## src/hdl/dce_pkg.sv

```systemverilog
`timescale 1ns / 1ps

package dce_pkg;

  localparam int unsigned DW = 24;   // data path width
  localparam int unsigned OW = 16;   // instruction word width
  localparam int unsigned PW = 16;   // page register width

  // Flag positions inside the packed flag word
  localparam int unsigned FLAG_N = 3;
  localparam int unsigned FLAG_Z = 2;
  localparam int unsigned FLAG_C = 1;
  localparam int unsigned FLAG_V = 0;

  localparam logic [DW-1:0] SHIFT_LIMIT = 24'd23;

  // Decode masks
  localparam logic [OW-1:0] MASK_GRP  = 16'hfc00;
  localparam logic [OW-1:0] MASK_JMP  = 16'hdd00;
  localparam logic [OW-1:0] MASK_ALU  = 16'hf800;
  localparam logic [OW-1:0] MASK_IMM  = 16'hfb00;
  localparam logic [OW-1:0] MASK_BYTE = 16'hff00;

  // Opcode patterns
  localparam logic [OW-1:0] PAT_NOP   = 16'h0000;
  localparam logic [OW-1:0] PAT_JMP   = 16'h0800;
  localparam logic [OW-1:0] PAT_JZ    = 16'h0c00;
  localparam logic [OW-1:0] PAT_JC    = 16'h1000;
  localparam logic [OW-1:0] PAT_JN    = 16'h1400;
  localparam logic [OW-1:0] PAT_JV    = 16'h1800;
  localparam logic [OW-1:0] PAT_LOOP  = 16'h1c00;
  localparam logic [OW-1:0] PAT_SKIP  = 16'h2400;
  localparam logic [OW-1:0] PAT_RET   = 16'h3c00;
  localparam logic [OW-1:0] PAT_INC   = 16'h4000;
  localparam logic [OW-1:0] PAT_CMPR  = 16'h4800;
  localparam logic [OW-1:0] PAT_CMP   = 16'h5000;
  localparam logic [OW-1:0] PAT_SXB   = 16'h5900;
  localparam logic [OW-1:0] PAT_SXW   = 16'h5a00;
  localparam logic [OW-1:0] PAT_LD    = 16'h6000;
  localparam logic [OW-1:0] PAT_LDP   = 16'h6300;
  localparam logic [OW-1:0] PAT_PGLO  = 16'h7c00;
  localparam logic [OW-1:0] PAT_PGHI  = 16'h7d00;
  localparam logic [OW-1:0] PAT_ADD   = 16'h8000;
  localparam logic [OW-1:0] PAT_SUBR  = 16'h8800;
  localparam logic [OW-1:0] PAT_SUB   = 16'h9000;
  localparam logic [OW-1:0] PAT_MUL   = 16'h9800;
  localparam logic [OW-1:0] PAT_XOR   = 16'ha800;
  localparam logic [OW-1:0] PAT_AND   = 16'hb000;
  localparam logic [OW-1:0] PAT_OR    = 16'hb800;
  localparam logic [OW-1:0] PAT_SHR   = 16'hc000;
  localparam logic [OW-1:0] PAT_ASR   = 16'hc800;
  localparam logic [OW-1:0] PAT_ROR   = 16'hd000;
  localparam logic [OW-1:0] PAT_SHL   = 16'hd800;
  localparam logic [OW-1:0] PAT_ST    = 16'he000;
  localparam logic [OW-1:0] PAT_SWAP  = 16'hf000;
  localparam logic [OW-1:0] PAT_CLR   = 16'hf800;
  // External bus, RAM and ROM transfers (no effect inside this unit)
  localparam logic [OW-1:0] PAT_EXT_A = 16'h6100;
  localparam logic [OW-1:0] PAT_EXT_B = 16'h6800;
  localparam logic [OW-1:0] PAT_EXT_C = 16'h6900;
  localparam logic [OW-1:0] PAT_EXT_D = 16'h6a00;
  localparam logic [OW-1:0] PAT_EXT_E = 16'h7000;
  localparam logic [OW-1:0] PAT_EXT_F = 16'he100;
  localparam logic [OW-1:0] PAT_EXT_G = 16'he800;
  localparam logic [OW-1:0] PAT_EXT_H = 16'he900;
  localparam logic [OW-1:0] PAT_EXT_I = 16'hea00;

  typedef logic [3:0] flags_t;

  typedef enum logic [4:0] {
    OP_NOP, OP_JMP, OP_SKIP, OP_RET, OP_CMPR, OP_CMP, OP_SXB, OP_SXW, OP_LD,
    OP_LDP, OP_PGLO, OP_PGHI, OP_ADD, OP_SUBR, OP_SUB, OP_MUL, OP_XOR, OP_AND,
    OP_OR, OP_SHR, OP_ASR, OP_ROR, OP_SHL, OP_ST, OP_SWAP, OP_CLR, OP_HALT
  } op_class_t;

  typedef struct packed {
    logic [DW-1:0]   acc;
    flags_t          flags;
    logic            prod_we;
    logic [2*DW-1:0] prod;
  } alu_res_t;

  typedef struct packed {
    logic          push;
    logic          pop;
    logic [DW-1:0] data;
  } stk_ctl_t;

endpackage

```

## src/hdl/dce_alu.sv

```systemverilog
`timescale 1ns / 1ps

module dce_alu import dce_pkg::*; (
  input  op_class_t     op_class,
  input  logic [OW-1:0] opcode,
  input  logic [DW-1:0] ri,
  input  logic [DW-1:0] acc,
  input  flags_t        flags,
  output alu_res_t      res
);

  // Residue mod 3 of a 21-bit value: hex digits, then base-4 digits, fold.
  function automatic logic [1:0] mod3_21(input logic [20:0] v);
    logic [23:0] p;
    logic [6:0]  s;
    logic [3:0]  t;
    logic [2:0]  u;
    p = {3'b000, v};
    s = 7'(p[3:0]) + 7'(p[7:4]) + 7'(p[11:8]) + 7'(p[15:12])
      + 7'(p[19:16]) + 7'(p[23:20]);
    t = 4'(s[6]) + 4'(s[5:4]) + 4'(s[3:2]) + 4'(s[1:0]);
    u = 3'(t[3:2]) + 3'(t[1:0]);
    if (u >= 3'd3) begin
      u = u - 3'd3;
    end
    return u[1:0];
  endfunction

  logic [DW-1:0]          sa;
  logic [DW-1:0]          x, y, diff, logic_r, shr_r, asr_r, rot_r, shl_r;
  logic [DW:0]            sum;
  logic                   big_sh;
  logic [4:0]             sh_amt, rot_amt;
  logic [2*DW-1:0]        rot_w;
  logic signed [2*DW-1:0] prod_s;

  always_comb begin
    case (opcode[9:8])
      2'd0:    sa = acc;
      2'd1:    sa = {acc[DW-2:0], 1'b0};
      2'd2:    sa = {acc[DW-9:0], 8'h00};
      default: sa = {acc[DW-17:0], 16'h0000};
    endcase
  end

  // Reversed forms put ri on the left
  assign x    = (op_class == OP_CMPR || op_class == OP_SUBR) ? ri : sa;
  assign y    = (op_class == OP_CMPR || op_class == OP_SUBR) ? sa : ri;
  assign diff = x - y;
  assign sum  = {1'b0, sa} + {1'b0, ri};

  assign big_sh  = ri > SHIFT_LIMIT;
  assign sh_amt  = ri[4:0];
  assign rot_amt = {mod3_21(ri[DW-1:3]), ri[2:0]};
  assign rot_w   = {acc, acc} >> rot_amt;
  assign shr_r   = big_sh ? '0 : acc >> sh_amt;
  assign shl_r   = big_sh ? '0 : acc << sh_amt;
  assign asr_r   = big_sh ? {DW{acc[DW-1]}} : DW'($signed(acc) >>> sh_amt);
  assign rot_r   = rot_w[DW-1:0];

  assign prod_s = $signed(acc) * $signed(ri);

  always_comb begin
    case (op_class)
      OP_XOR:  logic_r = sa ^ ri;
      OP_AND:  logic_r = sa & ri;
      default: logic_r = sa | ri;
    endcase
  end

  always_comb begin
    res.acc     = acc;
    res.flags   = flags;
    res.prod_we = 1'b0;
    res.prod    = prod_s;
    unique case (op_class)
      OP_CMPR, OP_CMP: begin
        res.flags[FLAG_N] = diff[DW-1];
        res.flags[FLAG_Z] = diff == '0;
        res.flags[FLAG_C] = x >= y;
      end
      OP_SXB:  res.acc = {{(DW-8){ri[7]}}, ri[7:0]};
      OP_SXW:  res.acc = {{(DW-16){ri[15]}}, ri[15:0]};
      OP_LD:   res.acc = ri;
      OP_ADD: begin
        res.acc           = sum[DW-1:0];
        res.flags[FLAG_N] = sum[DW-1];
        res.flags[FLAG_Z] = sum[DW-1:0] == '0;
        res.flags[FLAG_C] = sum[DW];
        res.flags[FLAG_V] = ~(sa[DW-1] & ri[DW-1]) & (sa[DW-1] ^ sum[DW-1]);
      end
      OP_SUBR, OP_SUB: begin
        res.acc           = diff;
        res.flags[FLAG_N] = diff[DW-1];
        res.flags[FLAG_Z] = diff == '0;
        res.flags[FLAG_C] = x >= y;
        res.flags[FLAG_V] = ~(x[DW-1] & y[DW-1]) & (x[DW-1] ^ diff[DW-1]);
      end
      OP_MUL: begin
        // Sign and zero follow from the factors; the product never overflows
        res.prod_we       = 1'b1;
        res.flags[FLAG_Z] = (acc == '0) || (ri == '0);
        res.flags[FLAG_N] = (acc[DW-1] ^ ri[DW-1]) && (acc != '0) && (ri != '0);
      end
      OP_XOR, OP_AND, OP_OR: begin
        res.acc           = logic_r;
        res.flags[FLAG_N] = logic_r[DW-1];
        res.flags[FLAG_Z] = logic_r == '0;
      end
      OP_SHR, OP_ASR, OP_ROR, OP_SHL: begin
        case (op_class)
          OP_SHR:  res.acc = shr_r;
          OP_ASR:  res.acc = asr_r;
          OP_ROR:  res.acc = rot_r;
          default: res.acc = shl_r;
        endcase
        res.flags[FLAG_N] = res.acc[DW-1];
        res.flags[FLAG_Z] = res.acc == '0;
      end
      default: begin
        res.acc = acc;
      end
    endcase
  end

endmodule

```

## config.mk

```make
export PLATFORM = sky130hd
export DESIGN_NAME = dce_alu
export DESIGN_NICKNAME = d
export VERILOG_FILES = /design/src/hdl/dce_pkg.sv /design/src/hdl/dce_alu.sv
export SDC_FILE = /design/constraint.sdc
export NUM_CORES = 2
export LEC_CHECK = 0
export BUFFER_PORTS_ARGS = -buffer_cell sky130_fd_sc_hd__buf_2
export CORE_MARGIN = 1.5
export CORE_UTILIZATION = 40
export DETAILED_ROUTE_END_ITERATION = 8
export SLEW_MARGIN = 0
export SYNTH_ARGS = -nofsm -noshare
export SYNTH_HDL_FRONTEND = slang
export SYNTH_SLANG_ARGS = --single-unit
```

## constraint.sdc

```tcl
create_clock -name vclk -period 18.75
set_clock_uncertainty 0.15 [all_clocks]
set_input_delay 0.9375 -clock vclk [all_inputs]
set_output_delay 0.9375 -clock vclk [all_outputs]
set_load 0.02 [all_outputs]
```

==> impl_results.md <==
- Area Growth Syn to Fin: 4.519%
- Pin count of the biggest net entering global routing: 84
- Post_cts resized: 0
- Top sig layer: met5
- Setup_tns: 0 ps
- Wl on met1: 45620 um
- Sequential cell area: 0 um2
- Final setup violation count: 0
- Multi-input gate area: 27900 um2
- Final period util: between 60 and 70%
- Synth unique cells: 82
- CP dominant cell by count: fa_1
- Gr ovfl total: 0
- Worst path arrival time: 10850 ps
- Slowest stage delay, CP: 920 ps
- Critical Path End Type: output port
- Postcts setup bufs: 0
- First-pass GRT wire length: ~180000 um
- Seq_cells: 0
- Final hold violation count: 0
- Final min period: 11940 ps
- Drt total wl: approximately 110000 um
- Worst Path Buf+Inv: 6
- Post-DP HPWL: 88770 um
- Vias per cell: approximately 5.8
- Vias: ~28000
- Layout cells sized above 1: under 10%
- Seq/Total Area, Yosys: 0%
- Worst-Margin Slew: 1225 ps
- Horiz. Die Dim: roughly 280 um
- I/O Pins: 150
- Initial Util: between 40% and 50%
- Syn_area_per_cell: about 8.3 um2
- Synth warn: 0
- Residual DRC: 0
- Fmax achieved: about 0.084 GHz
- Synth Instances: 3789
- Crit Path Class: input port to output port
- Placement Rows: about 100
- Clk_buf instances: 0
- Remaining antenna violation count after routing: 0
- Global placer's final weighted congestion: 1.037
- Wire length on met2: 53930 um
- Core Region: 77590 um2
- Critical Path RT: between 15000 and 20000 ps
- Post-Syn Nets: 4705
- Vias in the first global route: roughly 28000
- Hold WC Path Type: input port to output port
- Port buffer count: ~140
- CTS Hold Buffers Added: 0
- Final slew viol count: 0
- Top-area cell type share of the netlist area: between 30% and 40%
- Mapped cell area: between 30000 and 40000 um2
- Fillers: 8096
- Die Y: between 200 and 300 um
- Die area: between 80000 and 90000 um2
- Nets: roughly 4600
- Max Cap Viol: 0
- RSZ-0062 raised after global routing: false
- Drt pass-1 iters: 5
- Crit path max fanout: 27
- Critical-path top delay cell: a211oi_1
- Cell accounting for the most synthesized area: fa_1
- GRT Total Usage: 28.68%
- Relative max-transition margin: a little under a fifth
- Metal3 WL: about 9400 um
- Wirelength per Cell: around 24 um
- First DRT Iteration DRCs: roughly 2700
- Synth area leaders: fa_1, ha_1, inv_1
- Crit start category: input port
- Cell family with most CP delay: adder cells
- Initial antenna violation count: 10
- Status: finished clean
-- worst min-delay path, delay by kind of cell --
family,cells,cell delay (ps)
AO/OA/AOI/OAI,1,150
buffers and inverters,2,240
-- worst paths after layout --
check | start | to | slack (ps) | cells after the start
min | flags[1] | res[50] | 2110 | 3
max | ri[6] | res[51] | 6810 | 30
-- per-stage QoR --
| step | hold WS (ps) | utilization (%) | setup WS, ps | cells | cell area (um2) |
|---|---|---|---|---|---|
| after floorplan | 1958 | - | 9203 | 3789 | 31460 |
| after global placement | 2106 | 42.36 | 7179 | 4760 | 32870 |
| after detailed placement | 2110 | 42.36 | 7126 | 4760 | 32870 |
| after CTS | 2113 | 42.36 | 7098 | 4760 | 32870 |
| after global routing | 2139 | 42.36 | 6563 | 4760 | 32870 |
| final | 2115 | 42.37 | 6811 | 4764 | 32880 |
-- logic make-up after synthesis --
| kind of cell | Yosys count | share of synthesized area (%) |
|---|---|---|
| adder cells (fa/ha/maj) | 843 | 48.45 |
| XOR/XNOR | 95 | 2.645 |
| AND/OR/NAND/NOR | 1143 | 17.01 |
| buffers and inverters | 939 | 11.33 |
| multiplexers | 161 | 7.506 |
| AO/OA/AOI/OAI | 608 | 13.07 |
-- layer usage --
metal | vias up | global-route usage (%)
met5 | - | 0
met4 | 16 | 11.63
met3 | 276 | 4.421
met2 | 1184 | 47.51
met1 | 14140 | 37.47
li1 | 12080 | -
-- final cells by class --
type	instances	area share (%)
inverters	675	7.706
repair buffers	195	3.433
diodes	4	0.03044
multi-input cells	2850	84.87
well taps	1040	3.958
-- Yosys cell counts (14+ instances only) --
cell and count:
ha_1 218, mux2_2 35, nor3_1 52, clkbuf_1 220, nand2b_1 36, a21oi_1 167
fa_1 625, a211oi_1 52, and2_1 160, a221oi_1 27, xnor2_1 67, o21a_1 29
nor4_1 34, buf_1 28, nor2b_1 28, nand3_1 48, mux2i_1 69, and3_1 17
o211ai_1 19, xor2_1 28, mux4_2 55, nand2_1 477, a31oi_1 17, o21ai_0 88
inv_1 671, nand4_1 26, o22ai_1 14, nor2_1 212, a21o_1 51
-- layout by cell type, fill, tap and decap left out, drive strengths merged, types with 19 or more instances in the layout --
master	instances
nor2b	28
o21a	29
nand2b	36
fa	625
nand2	478
nor2	212
xor2	28
a211oi	52
inv	674
nor4	34
a21oi	167
o21ai	94
nand3	48
ha	218
mux2	36
mux4	56
nor3	52
buf	195
and2	161
a21o	51
o211ai	19
a221oi	27
xnor2	67
mux2i	69
nand4	26
