### src/hdl/dce_pkg.sv
`timescale 1ns / 1ps

package dce_pkg;

  localparam int unsigned DW = 24;   // data path width
  localparam int unsigned OW = 16;   // instruction word width
  localparam int unsigned PW = 16;   // page register width

  // Flag positions inside the packed flag word
  localparam int unsigned FLAG_N = 3;
  localparam int unsigned FLAG_Z = 2;
  localparam int unsigned FLAG_C = 1;
  localparam int unsigned FLAG_V = 0;

  localparam logic [DW-1:0] SHIFT_LIMIT = 24'd23;

  // Decode masks
  localparam logic [OW-1:0] MASK_GRP  = 16'hfc00;
  localparam logic [OW-1:0] MASK_JMP  = 16'hdd00;
  localparam logic [OW-1:0] MASK_ALU  = 16'hf800;
  localparam logic [OW-1:0] MASK_IMM  = 16'hfb00;
  localparam logic [OW-1:0] MASK_BYTE = 16'hff00;

  // Opcode patterns
  localparam logic [OW-1:0] PAT_NOP   = 16'h0000;
  localparam logic [OW-1:0] PAT_JMP   = 16'h0800;
  localparam logic [OW-1:0] PAT_JZ    = 16'h0c00;
  localparam logic [OW-1:0] PAT_JC    = 16'h1000;
  localparam logic [OW-1:0] PAT_JN    = 16'h1400;
  localparam logic [OW-1:0] PAT_JV    = 16'h1800;
  localparam logic [OW-1:0] PAT_LOOP  = 16'h1c00;
  localparam logic [OW-1:0] PAT_SKIP  = 16'h2400;
  localparam logic [OW-1:0] PAT_RET   = 16'h3c00;
  localparam logic [OW-1:0] PAT_INC   = 16'h4000;
  localparam logic [OW-1:0] PAT_CMPR  = 16'h4800;
  localparam logic [OW-1:0] PAT_CMP   = 16'h5000;
  localparam logic [OW-1:0] PAT_SXB   = 16'h5900;
  localparam logic [OW-1:0] PAT_SXW   = 16'h5a00;
  localparam logic [OW-1:0] PAT_LD    = 16'h6000;
  localparam logic [OW-1:0] PAT_LDP   = 16'h6300;
  localparam logic [OW-1:0] PAT_PGLO  = 16'h7c00;
  localparam logic [OW-1:0] PAT_PGHI  = 16'h7d00;
  localparam logic [OW-1:0] PAT_ADD   = 16'h8000;
  localparam logic [OW-1:0] PAT_SUBR  = 16'h8800;
  localparam logic [OW-1:0] PAT_SUB   = 16'h9000;
  localparam logic [OW-1:0] PAT_MUL   = 16'h9800;
  localparam logic [OW-1:0] PAT_XOR   = 16'ha800;
  localparam logic [OW-1:0] PAT_AND   = 16'hb000;
  localparam logic [OW-1:0] PAT_OR    = 16'hb800;
  localparam logic [OW-1:0] PAT_SHR   = 16'hc000;
  localparam logic [OW-1:0] PAT_ASR   = 16'hc800;
  localparam logic [OW-1:0] PAT_ROR   = 16'hd000;
  localparam logic [OW-1:0] PAT_SHL   = 16'hd800;
  localparam logic [OW-1:0] PAT_ST    = 16'he000;
  localparam logic [OW-1:0] PAT_SWAP  = 16'hf000;
  localparam logic [OW-1:0] PAT_CLR   = 16'hf800;
  // External bus, RAM and ROM transfers (no effect inside this unit)
  localparam logic [OW-1:0] PAT_EXT_A = 16'h6100;
  localparam logic [OW-1:0] PAT_EXT_B = 16'h6800;
  localparam logic [OW-1:0] PAT_EXT_C = 16'h6900;
  localparam logic [OW-1:0] PAT_EXT_D = 16'h6a00;
  localparam logic [OW-1:0] PAT_EXT_E = 16'h7000;
  localparam logic [OW-1:0] PAT_EXT_F = 16'he100;
  localparam logic [OW-1:0] PAT_EXT_G = 16'he800;
  localparam logic [OW-1:0] PAT_EXT_H = 16'he900;
  localparam logic [OW-1:0] PAT_EXT_I = 16'hea00;

  typedef logic [3:0] flags_t;

  typedef enum logic [4:0] {
    OP_NOP, OP_JMP, OP_SKIP, OP_RET, OP_CMPR, OP_CMP, OP_SXB, OP_SXW, OP_LD,
    OP_LDP, OP_PGLO, OP_PGHI, OP_ADD, OP_SUBR, OP_SUB, OP_MUL, OP_XOR, OP_AND,
    OP_OR, OP_SHR, OP_ASR, OP_ROR, OP_SHL, OP_ST, OP_SWAP, OP_CLR, OP_HALT
  } op_class_t;

  typedef struct packed {
    logic [DW-1:0]   acc;
    flags_t          flags;
    logic            prod_we;
    logic [2*DW-1:0] prod;
  } alu_res_t;

  typedef struct packed {
    logic          push;
    logic          pop;
    logic [DW-1:0] data;
  } stk_ctl_t;

endpackage

### src/hdl/dce_stack.sv
`timescale 1ns / 1ps

module dce_stack import dce_pkg::*; #(
  parameter int unsigned DEPTH = 8
) (
  input  logic          clk,
  input  logic          rst_n,
  input  stk_ctl_t      ctl,
  output logic [DW-1:0] top_data
);

  logic [DW-1:0] stk_r [DEPTH];

  // Push drops the oldest entry; pop refills the bottom with zero
  always_ff @(posedge clk) begin
    if (!rst_n) begin
      for (int i = 0; i < DEPTH; i++) begin
        stk_r[i] <= '0;
      end
    end else if (ctl.push) begin
      for (int i = DEPTH - 1; i > 0; i--) begin
        stk_r[i] <= stk_r[i-1];
      end
      stk_r[0] <= ctl.data;
    end else if (ctl.pop) begin
      for (int i = 0; i < DEPTH - 1; i++) begin
        stk_r[i] <= stk_r[i+1];
      end
      stk_r[DEPTH-1] <= '0;
    end
  end

  assign top_data = stk_r[0];

endmodule

### config.mk
export PLATFORM = sky130hd
export DESIGN_NAME = dce_stack
export DESIGN_NICKNAME = d
export VERILOG_FILES = /design/src/hdl/dce_pkg.sv /design/src/hdl/dce_stack.sv
export SDC_FILE = /design/constraint.sdc
export NUM_CORES = 1
export LEC_CHECK = 0
export ABC_AREA = 1
export BUFFER_PORTS_ARGS = -buffer_cell sky130_fd_sc_hd__buf_4
export CAP_MARGIN = 20
export CORE_MARGIN = 2
export CORE_UTILIZATION = 23
export DETAILED_ROUTE_END_ITERATION = 8
export PLACE_DENSITY = 0.35
export SYNTH_ARGS = -nofsm -noshare
export SYNTH_HDL_FRONTEND = slang
export SYNTH_SLANG_ARGS = --single-unit
### constraint.sdc
create_clock -name clk -period 6 [get_ports clk]
set_input_delay 0.9 -clock clk [delete_from_list [all_inputs] [get_ports clk]]
set_output_delay 0.9 -clock clk [all_outputs]
set_load 0.02 [all_outputs]
==> flow_metrics.env, run 1 <==
export IMPL_outcome="finished, final reports clean"
export IMPL_grt_pass1_wl_mm=34.1
export IMPL_synthArstFlopShare=0
export IMPL_grt_usage=0.110
export IMPL_drc=0
export IMPL_wl_mm=20.8
export IMPL_die_area_um2=39900
export IMPL_fill_cells=4099
export IMPL_cp_start_kind="input pin"
export IMPL_cp_common_cell="buf_4"
export IMPL_cp_slowest_cell="nand2_2"
export IMPL_vias_per_cell=4.26
export IMPL_yosys_top_cells_count="nand2_1, edfxtp_1, nand4_1"
export IMPL_synth_top_area_frac=0.654
export IMPL_final_util=0.263
export IMPL_cts_root_buf="clkbuf_16"
export IMPL_peakVddDrop_mv=0.180
export IMPL_io_pins=52
export IMPL_clkLatencyLatePin_ns=0.44
export IMPL_crit_type="in2reg"
export IMPL_p_leak_uw=0.00426
export IMPL_num_rows=71
export IMPL_first_iter_violations=399
export IMPL_fin_crit_ns=3.31
export IMPL_finalMaxSlewViolations=0
export IMPL_reg2reg_to="stk_r[0][33]"
export IMPL_syn_inst=845
export IMPL_clk_pin_slew_ns=0.07
export IMPL_slew_headroom=0.309
export IMPL_muxShareOfSynthArea=0
export IMPL_grt_max_degree=99
export IMPL_synth_area_top_cells="edfxtp_1, nand2_1, nand4_1"
export IMPL_worst_pin_slew_ns=1.04
export IMPL_yosys_area_share_simple=0.269
export IMPL_top_register="stk_r"
export IMPL_crit_end="stk_r[0][122]"
export IMPL_hpwl_mm=11.3
export IMPL_dp_slack_ns=2.16
export IMPL_slowest_delay_ns=0.64
export IMPL_clk_path_buf_depth=2
export IMPL_synth_edff_count=192
export IMPL_largest_reg_flops=192
export IMPL_dr_pass1_iters=4
export IMPL_routedWlPerCell_um=15.4
export IMPL_power_density_nw_per_um2=299
export IMPL_postCtsSetupRepairBufs=0
export IMPL_clock_skew_ns=0.0115
export IMPL_synth_xor_area_frac=0
export IMPL_synthToLayoutAreaGrowth_pct=12.4
export IMPL_critPathLaunch="rst_n"
export IMPL_antenna_found_initial=0
export IMPL_cts_resized_gates=0
export IMPL_grt_pass1_vias=5747
export IMPL_yosysTopAreaCell="edfxtp_1"
export IMPL_diodes=0
export IMPL_gp_congestion=0.652
export IMPL_cts_made_buffers=17
export IMPL_syn_cell_area_um2=8810
export IMPL_top_regs="stk_r (192)"
export IMPL_num_vias=5762
export IMPL_crit_reg2reg_launch="stk_r[0][57]"
export IMPL_setup_violations=0
export IMPL_ys_types=13
export IMPL_ys_seq_area_frac=0.654
export IMPL_arrival_ns=3.43
export IMPL_ys_warn_count=0
export IMPL_core_um2=37700
export IMPL_hold_buffers=0
export IMPL_end_kind="flop"
export IMPL_chipWidth_um=200
export IMPL_synth_top_family_by_area="simple AND/OR/NAND/NOR gates"
export IMPL_r2r_setup_slack_ns=5.12
export IMPL_h_tree_depth=4
export IMPL_hold_depth=2
export IMPL_worstRegToRegCells=2
export IMPL_setup_slack_ns=2.69
export IMPL_path_cells="buf_4, inv_1, nor2_4, nand2_2, buf_4"
export IMPL_syn_num_nets=873
export IMPL_crit_required_ns=6.12
export IMPL_synth_flop_cell="edfxtp_1"
export IMPL_fmax_mhz=302
export IMPL_initial_core_util=0.234
export IMPL_fin_crit_sh=0.552
export IMPL_grt_ovfl_total=0
export IMPL_synth_fa_ha_area_frac=0
export IMPL_fin_setup_tns_ns=0
export IMPL_port_buffers=51
export IMPL_synth_seq_cells=192
export IMPL_ant_nets=0
export IMPL_cts_tree="built"
export IMPL_cts_sinks=192
export IMPL_synth_compound_area_share=0
export IMPL_fin_nets=858
export IMPL_crit_fanout=64
export IMPL_layout_drive_gt1_share=0.111
export IMPL_cap_violations=0
export IMPL_grt_setup_unrepaired="false"
export IMPL_yosys_cell_count_top_type="nand2_1"
export IMPL_syn_area_per_cell_um2=10.4
export IMPL_hold_path_class="reg2reg"
export IMPL_finalHoldViolCount=0
export IMPL_die_h_um=200
-- metrics by stage --
| step | hold WS [ns] | power (µW) | instance area (µm²) | std cells |
|---|---|---|---|---|
| floorplan | 0.487 | 1790 | 8810 | 845 |
| global placement | 0.492 | 1860 | 9350 | 1322 |
| detailed placement | 0.499 | 1860 | 9350 | 1322 |
| CTS | 0.520 | 3010 | 9910 | 1352 |
| global route | 0.550 | 3080 | 9910 | 1352 |
| finish | 0.520 | 2960 | 9910 | 1352 |
-- logic make-up (layout without fill, tap and decap cells) --
family,after synthesis,after routing
DFF,192,192
and+or+nand+nor,532,532
buffers and inverters,121,117
-- per-layer routing --
metal  vias to the layer above  track usage  wire, µm
met5                         -            0         0
met4                         0       0.0346       265
met3                        19       0.0178       505
met2                        80        0.144      8300
met1                      2772        0.178     11800
li1                       2891            -         -
-- worst min-delay path by stage --
| stage | from | end | slack [ns] |
|---|---|---|---|
| detailed placement | stk_r[0][184] | stk_r[0][160] | 0.50 |
| global route | stk_r[0][168] | stk_r[0][144] | 0.55 |
| finish | stk_r[0][185] | stk_r[0][161] | 0.52 |
| CTS | stk_r[0][180] | stk_r[0][156] | 0.52 |
| floorplan | stk_r[0][168] | stk_r[0][144] | 0.49 |
| global placement | stk_r[0][185] | stk_r[0][161] | 0.49 |
-- report_power, final --
part           internal (µW)  switching, µW  leakage, µW
combinational           56.3            144      0.00177
clock                    612            524     0.000267
sequential              1570           51.1      0.00222
-- critical path, delay by kind of cell --
kind	cells	cell delay (ns)
buf+inv	3	1.26
simple gates	2	1.21
-- layout make-up --
cell class	count	area [µm²]	area share
flip-flops and latches	192	5770	0.582
multi-input cells	532	2380	0.240
well taps	511	639	0.0645
repair buffers	59	455	0.0459
clock buffers	17	425	0.0429
clock inverters	13	139	0.0140
inverters	28	110	0.0111
-- layout by cell type (no fill, tap or decap), drive strengths merged --
| master | n |
|---|---|
| clkbuf | 17 |
| nand2 | 363 |
| nor2 | 25 |
| inv | 31 |
| clkinv | 5 |
| bufinv | 2 |
| edfxtp | 192 |
| nand4 | 144 |
| buf | 59 |
| clkinvlp | 3 |
Note: power is estimated with default switching activity, not from simulation.
==> run 2, diff against run 1 <==
PLACE_DENSITY = 0.36   (was 0.35)
clock period = 2.9 ns   (was 6 ns; I/O delays follow)
==> run 2 against run 1 <==
Against the previous run: clock-buffer cell count up 2; register-to-register slack worse by 3.1 ns; design area rose by 1.9%; via count rose by 1.1%; power rose by 120%; clock power rose by 130%; hold slack got worse by 0.25 ns; sequential power up 110%; global-route usage about the same; largest cell class unchanged.
==> flow_metrics.env, run 2 (synthesis gave the netlist of run 1 again) <==
export IMPL_synthToLayoutAreaGrowth_pct=14.6
export IMPL_vias_per_cell=4.29
export IMPL_postCtsSetupRepairBufs=0
export IMPL_diodes=0
export IMPL_ant_nets=0
export IMPL_worst_pin_slew_ns=0.867
export IMPL_cts_resized_gates=0
export IMPL_end_kind="flop"
export IMPL_fin_crit_ns=1.68
export IMPL_slew_headroom=0.422
export IMPL_wl_mm=21.1
export IMPL_grt_ovfl_total=0
export IMPL_first_iter_violations=381
export IMPL_setup_violations=0
export IMPL_cts_made_buffers=17
export IMPL_fin_setup_tns_ns=0
export IMPL_finalMaxSlewViolations=0
export IMPL_arrival_ns=1.97
export IMPL_initial_core_util=0.234
export IMPL_core_um2=37700
export IMPL_outcome="finished, final reports clean"
export IMPL_cts_tree="built"
export IMPL_hpwl_mm=11.3
export IMPL_power_density_nw_per_um2=631
export IMPL_clk_path_buf_depth=2
export IMPL_fin_total_pwr_uw=6380
export IMPL_io_pins=52
export IMPL_fin_nets=864
export IMPL_clkLatencyLatePin_ns=0.43
export IMPL_hold_buffers=0
export IMPL_peakVddDrop_mv=0.414
export IMPL_fmax_mhz=596
export IMPL_grt_setup_unrepaired="false"
export IMPL_grt_pass1_vias=5992
export IMPL_cts_root_buf="clkbuf_16"
export IMPL_clk_pin_slew_ns=0.07
export IMPL_grt_pass1_wl_mm=34.3
export IMPL_drc=0
export IMPL_clock_skew_ns=0.0118
export IMPL_dr_pass1_iters=5
export IMPL_setup_slack_ns=1.22
export IMPL_h_tree_depth=4
export IMPL_crit_type="in2reg"
export IMPL_crit_required_ns=3.19
export IMPL_r2r_setup_slack_ns=2.01
export IMPL_largest_reg_flops=192
export IMPL_cp_start_kind="input pin"
export IMPL_routedWlPerCell_um=15.6
export IMPL_die_h_um=200
export IMPL_chipWidth_um=200
export IMPL_grt_usage=0.110
export IMPL_final_common_cell="nand2_1"
export IMPL_grt_max_degree=145
export IMPL_p_leak_uw=0.00437
export IMPL_cts_sinks=192
export IMPL_num_rows=71
export IMPL_final_util=0.268
export IMPL_dp_slack_ns=0.757
export IMPL_layout_drive_gt1_share=0.117
export IMPL_cap_violations=0
export IMPL_top_register="stk_r"
export IMPL_top_regs="stk_r (192)"
export IMPL_die_area_um2=39900
export IMPL_crit_fanout=76
export IMPL_port_buffers=51
export IMPL_finalHoldViolCount=0
export IMPL_num_vias=5825
export IMPL_fin_crit_sh=0.579
export IMPL_gp_congestion=0.646
export IMPL_final_cell_mix="nand2_1, edfxtp_1, nand4_1"
export IMPL_hold_path_class="in2reg"
export IMPL_antenna_found_initial=0
## run 2: worst max-delay path: stages
cell     delay [ns]
buf_4          0.12
nand2_2        0.08
inv_4          0.60
buf_4          0.45
nand2_1        0.12
nand2_1        0.08
## run 2: cell type report
cell class	count	area, µm²
fill	4096	27600
inverter	28	110
timing repair buffer	65	588
tap	511	639
multi-input combinational	532	2380
clock inverter	12	191
sequential	192	5770
clock buffer	19	433
## run 2: worst paths after layout
kind,start,endpoint,cells past startpoint
max reg2reg,stk_r[0][133],stk_r[0][109],2
min,ctl[3],stk_r[0][3],3
max,ctl[25],stk_r[0][100],6
min reg2reg,stk_r[0][181],stk_r[0][157],2
## run 2: power by group
part           leakage, µW  internal [µW]  switching (µW)
combinational      0.00184            134             306
sequential         0.00222           3250             108
clock             0.000308           1520            1050
## run 2: per-stage QoR
stage               hold WS [ns]  std cells  instance area (µm²)
floorplan                  0.487        845                 8820
global placement           0.495       1328                 9480
detailed placement         0.501       1328                 9480
CTS                        0.241       1359                10100
global route               0.251       1359                10100
finish                     0.268       1359                10100
## run 2: per-layer routing
layer / global-route usage / up-vias / part of all wire
met1: 0.160 / 2828 / 0.54
met3: 0.0180 / 14 / 0.023
met2: 0.167 / 85 / 0.43
li1: - / 2898 / -
met5: 0 / - / 0
met4: 0.0337 / 0 / 0.010
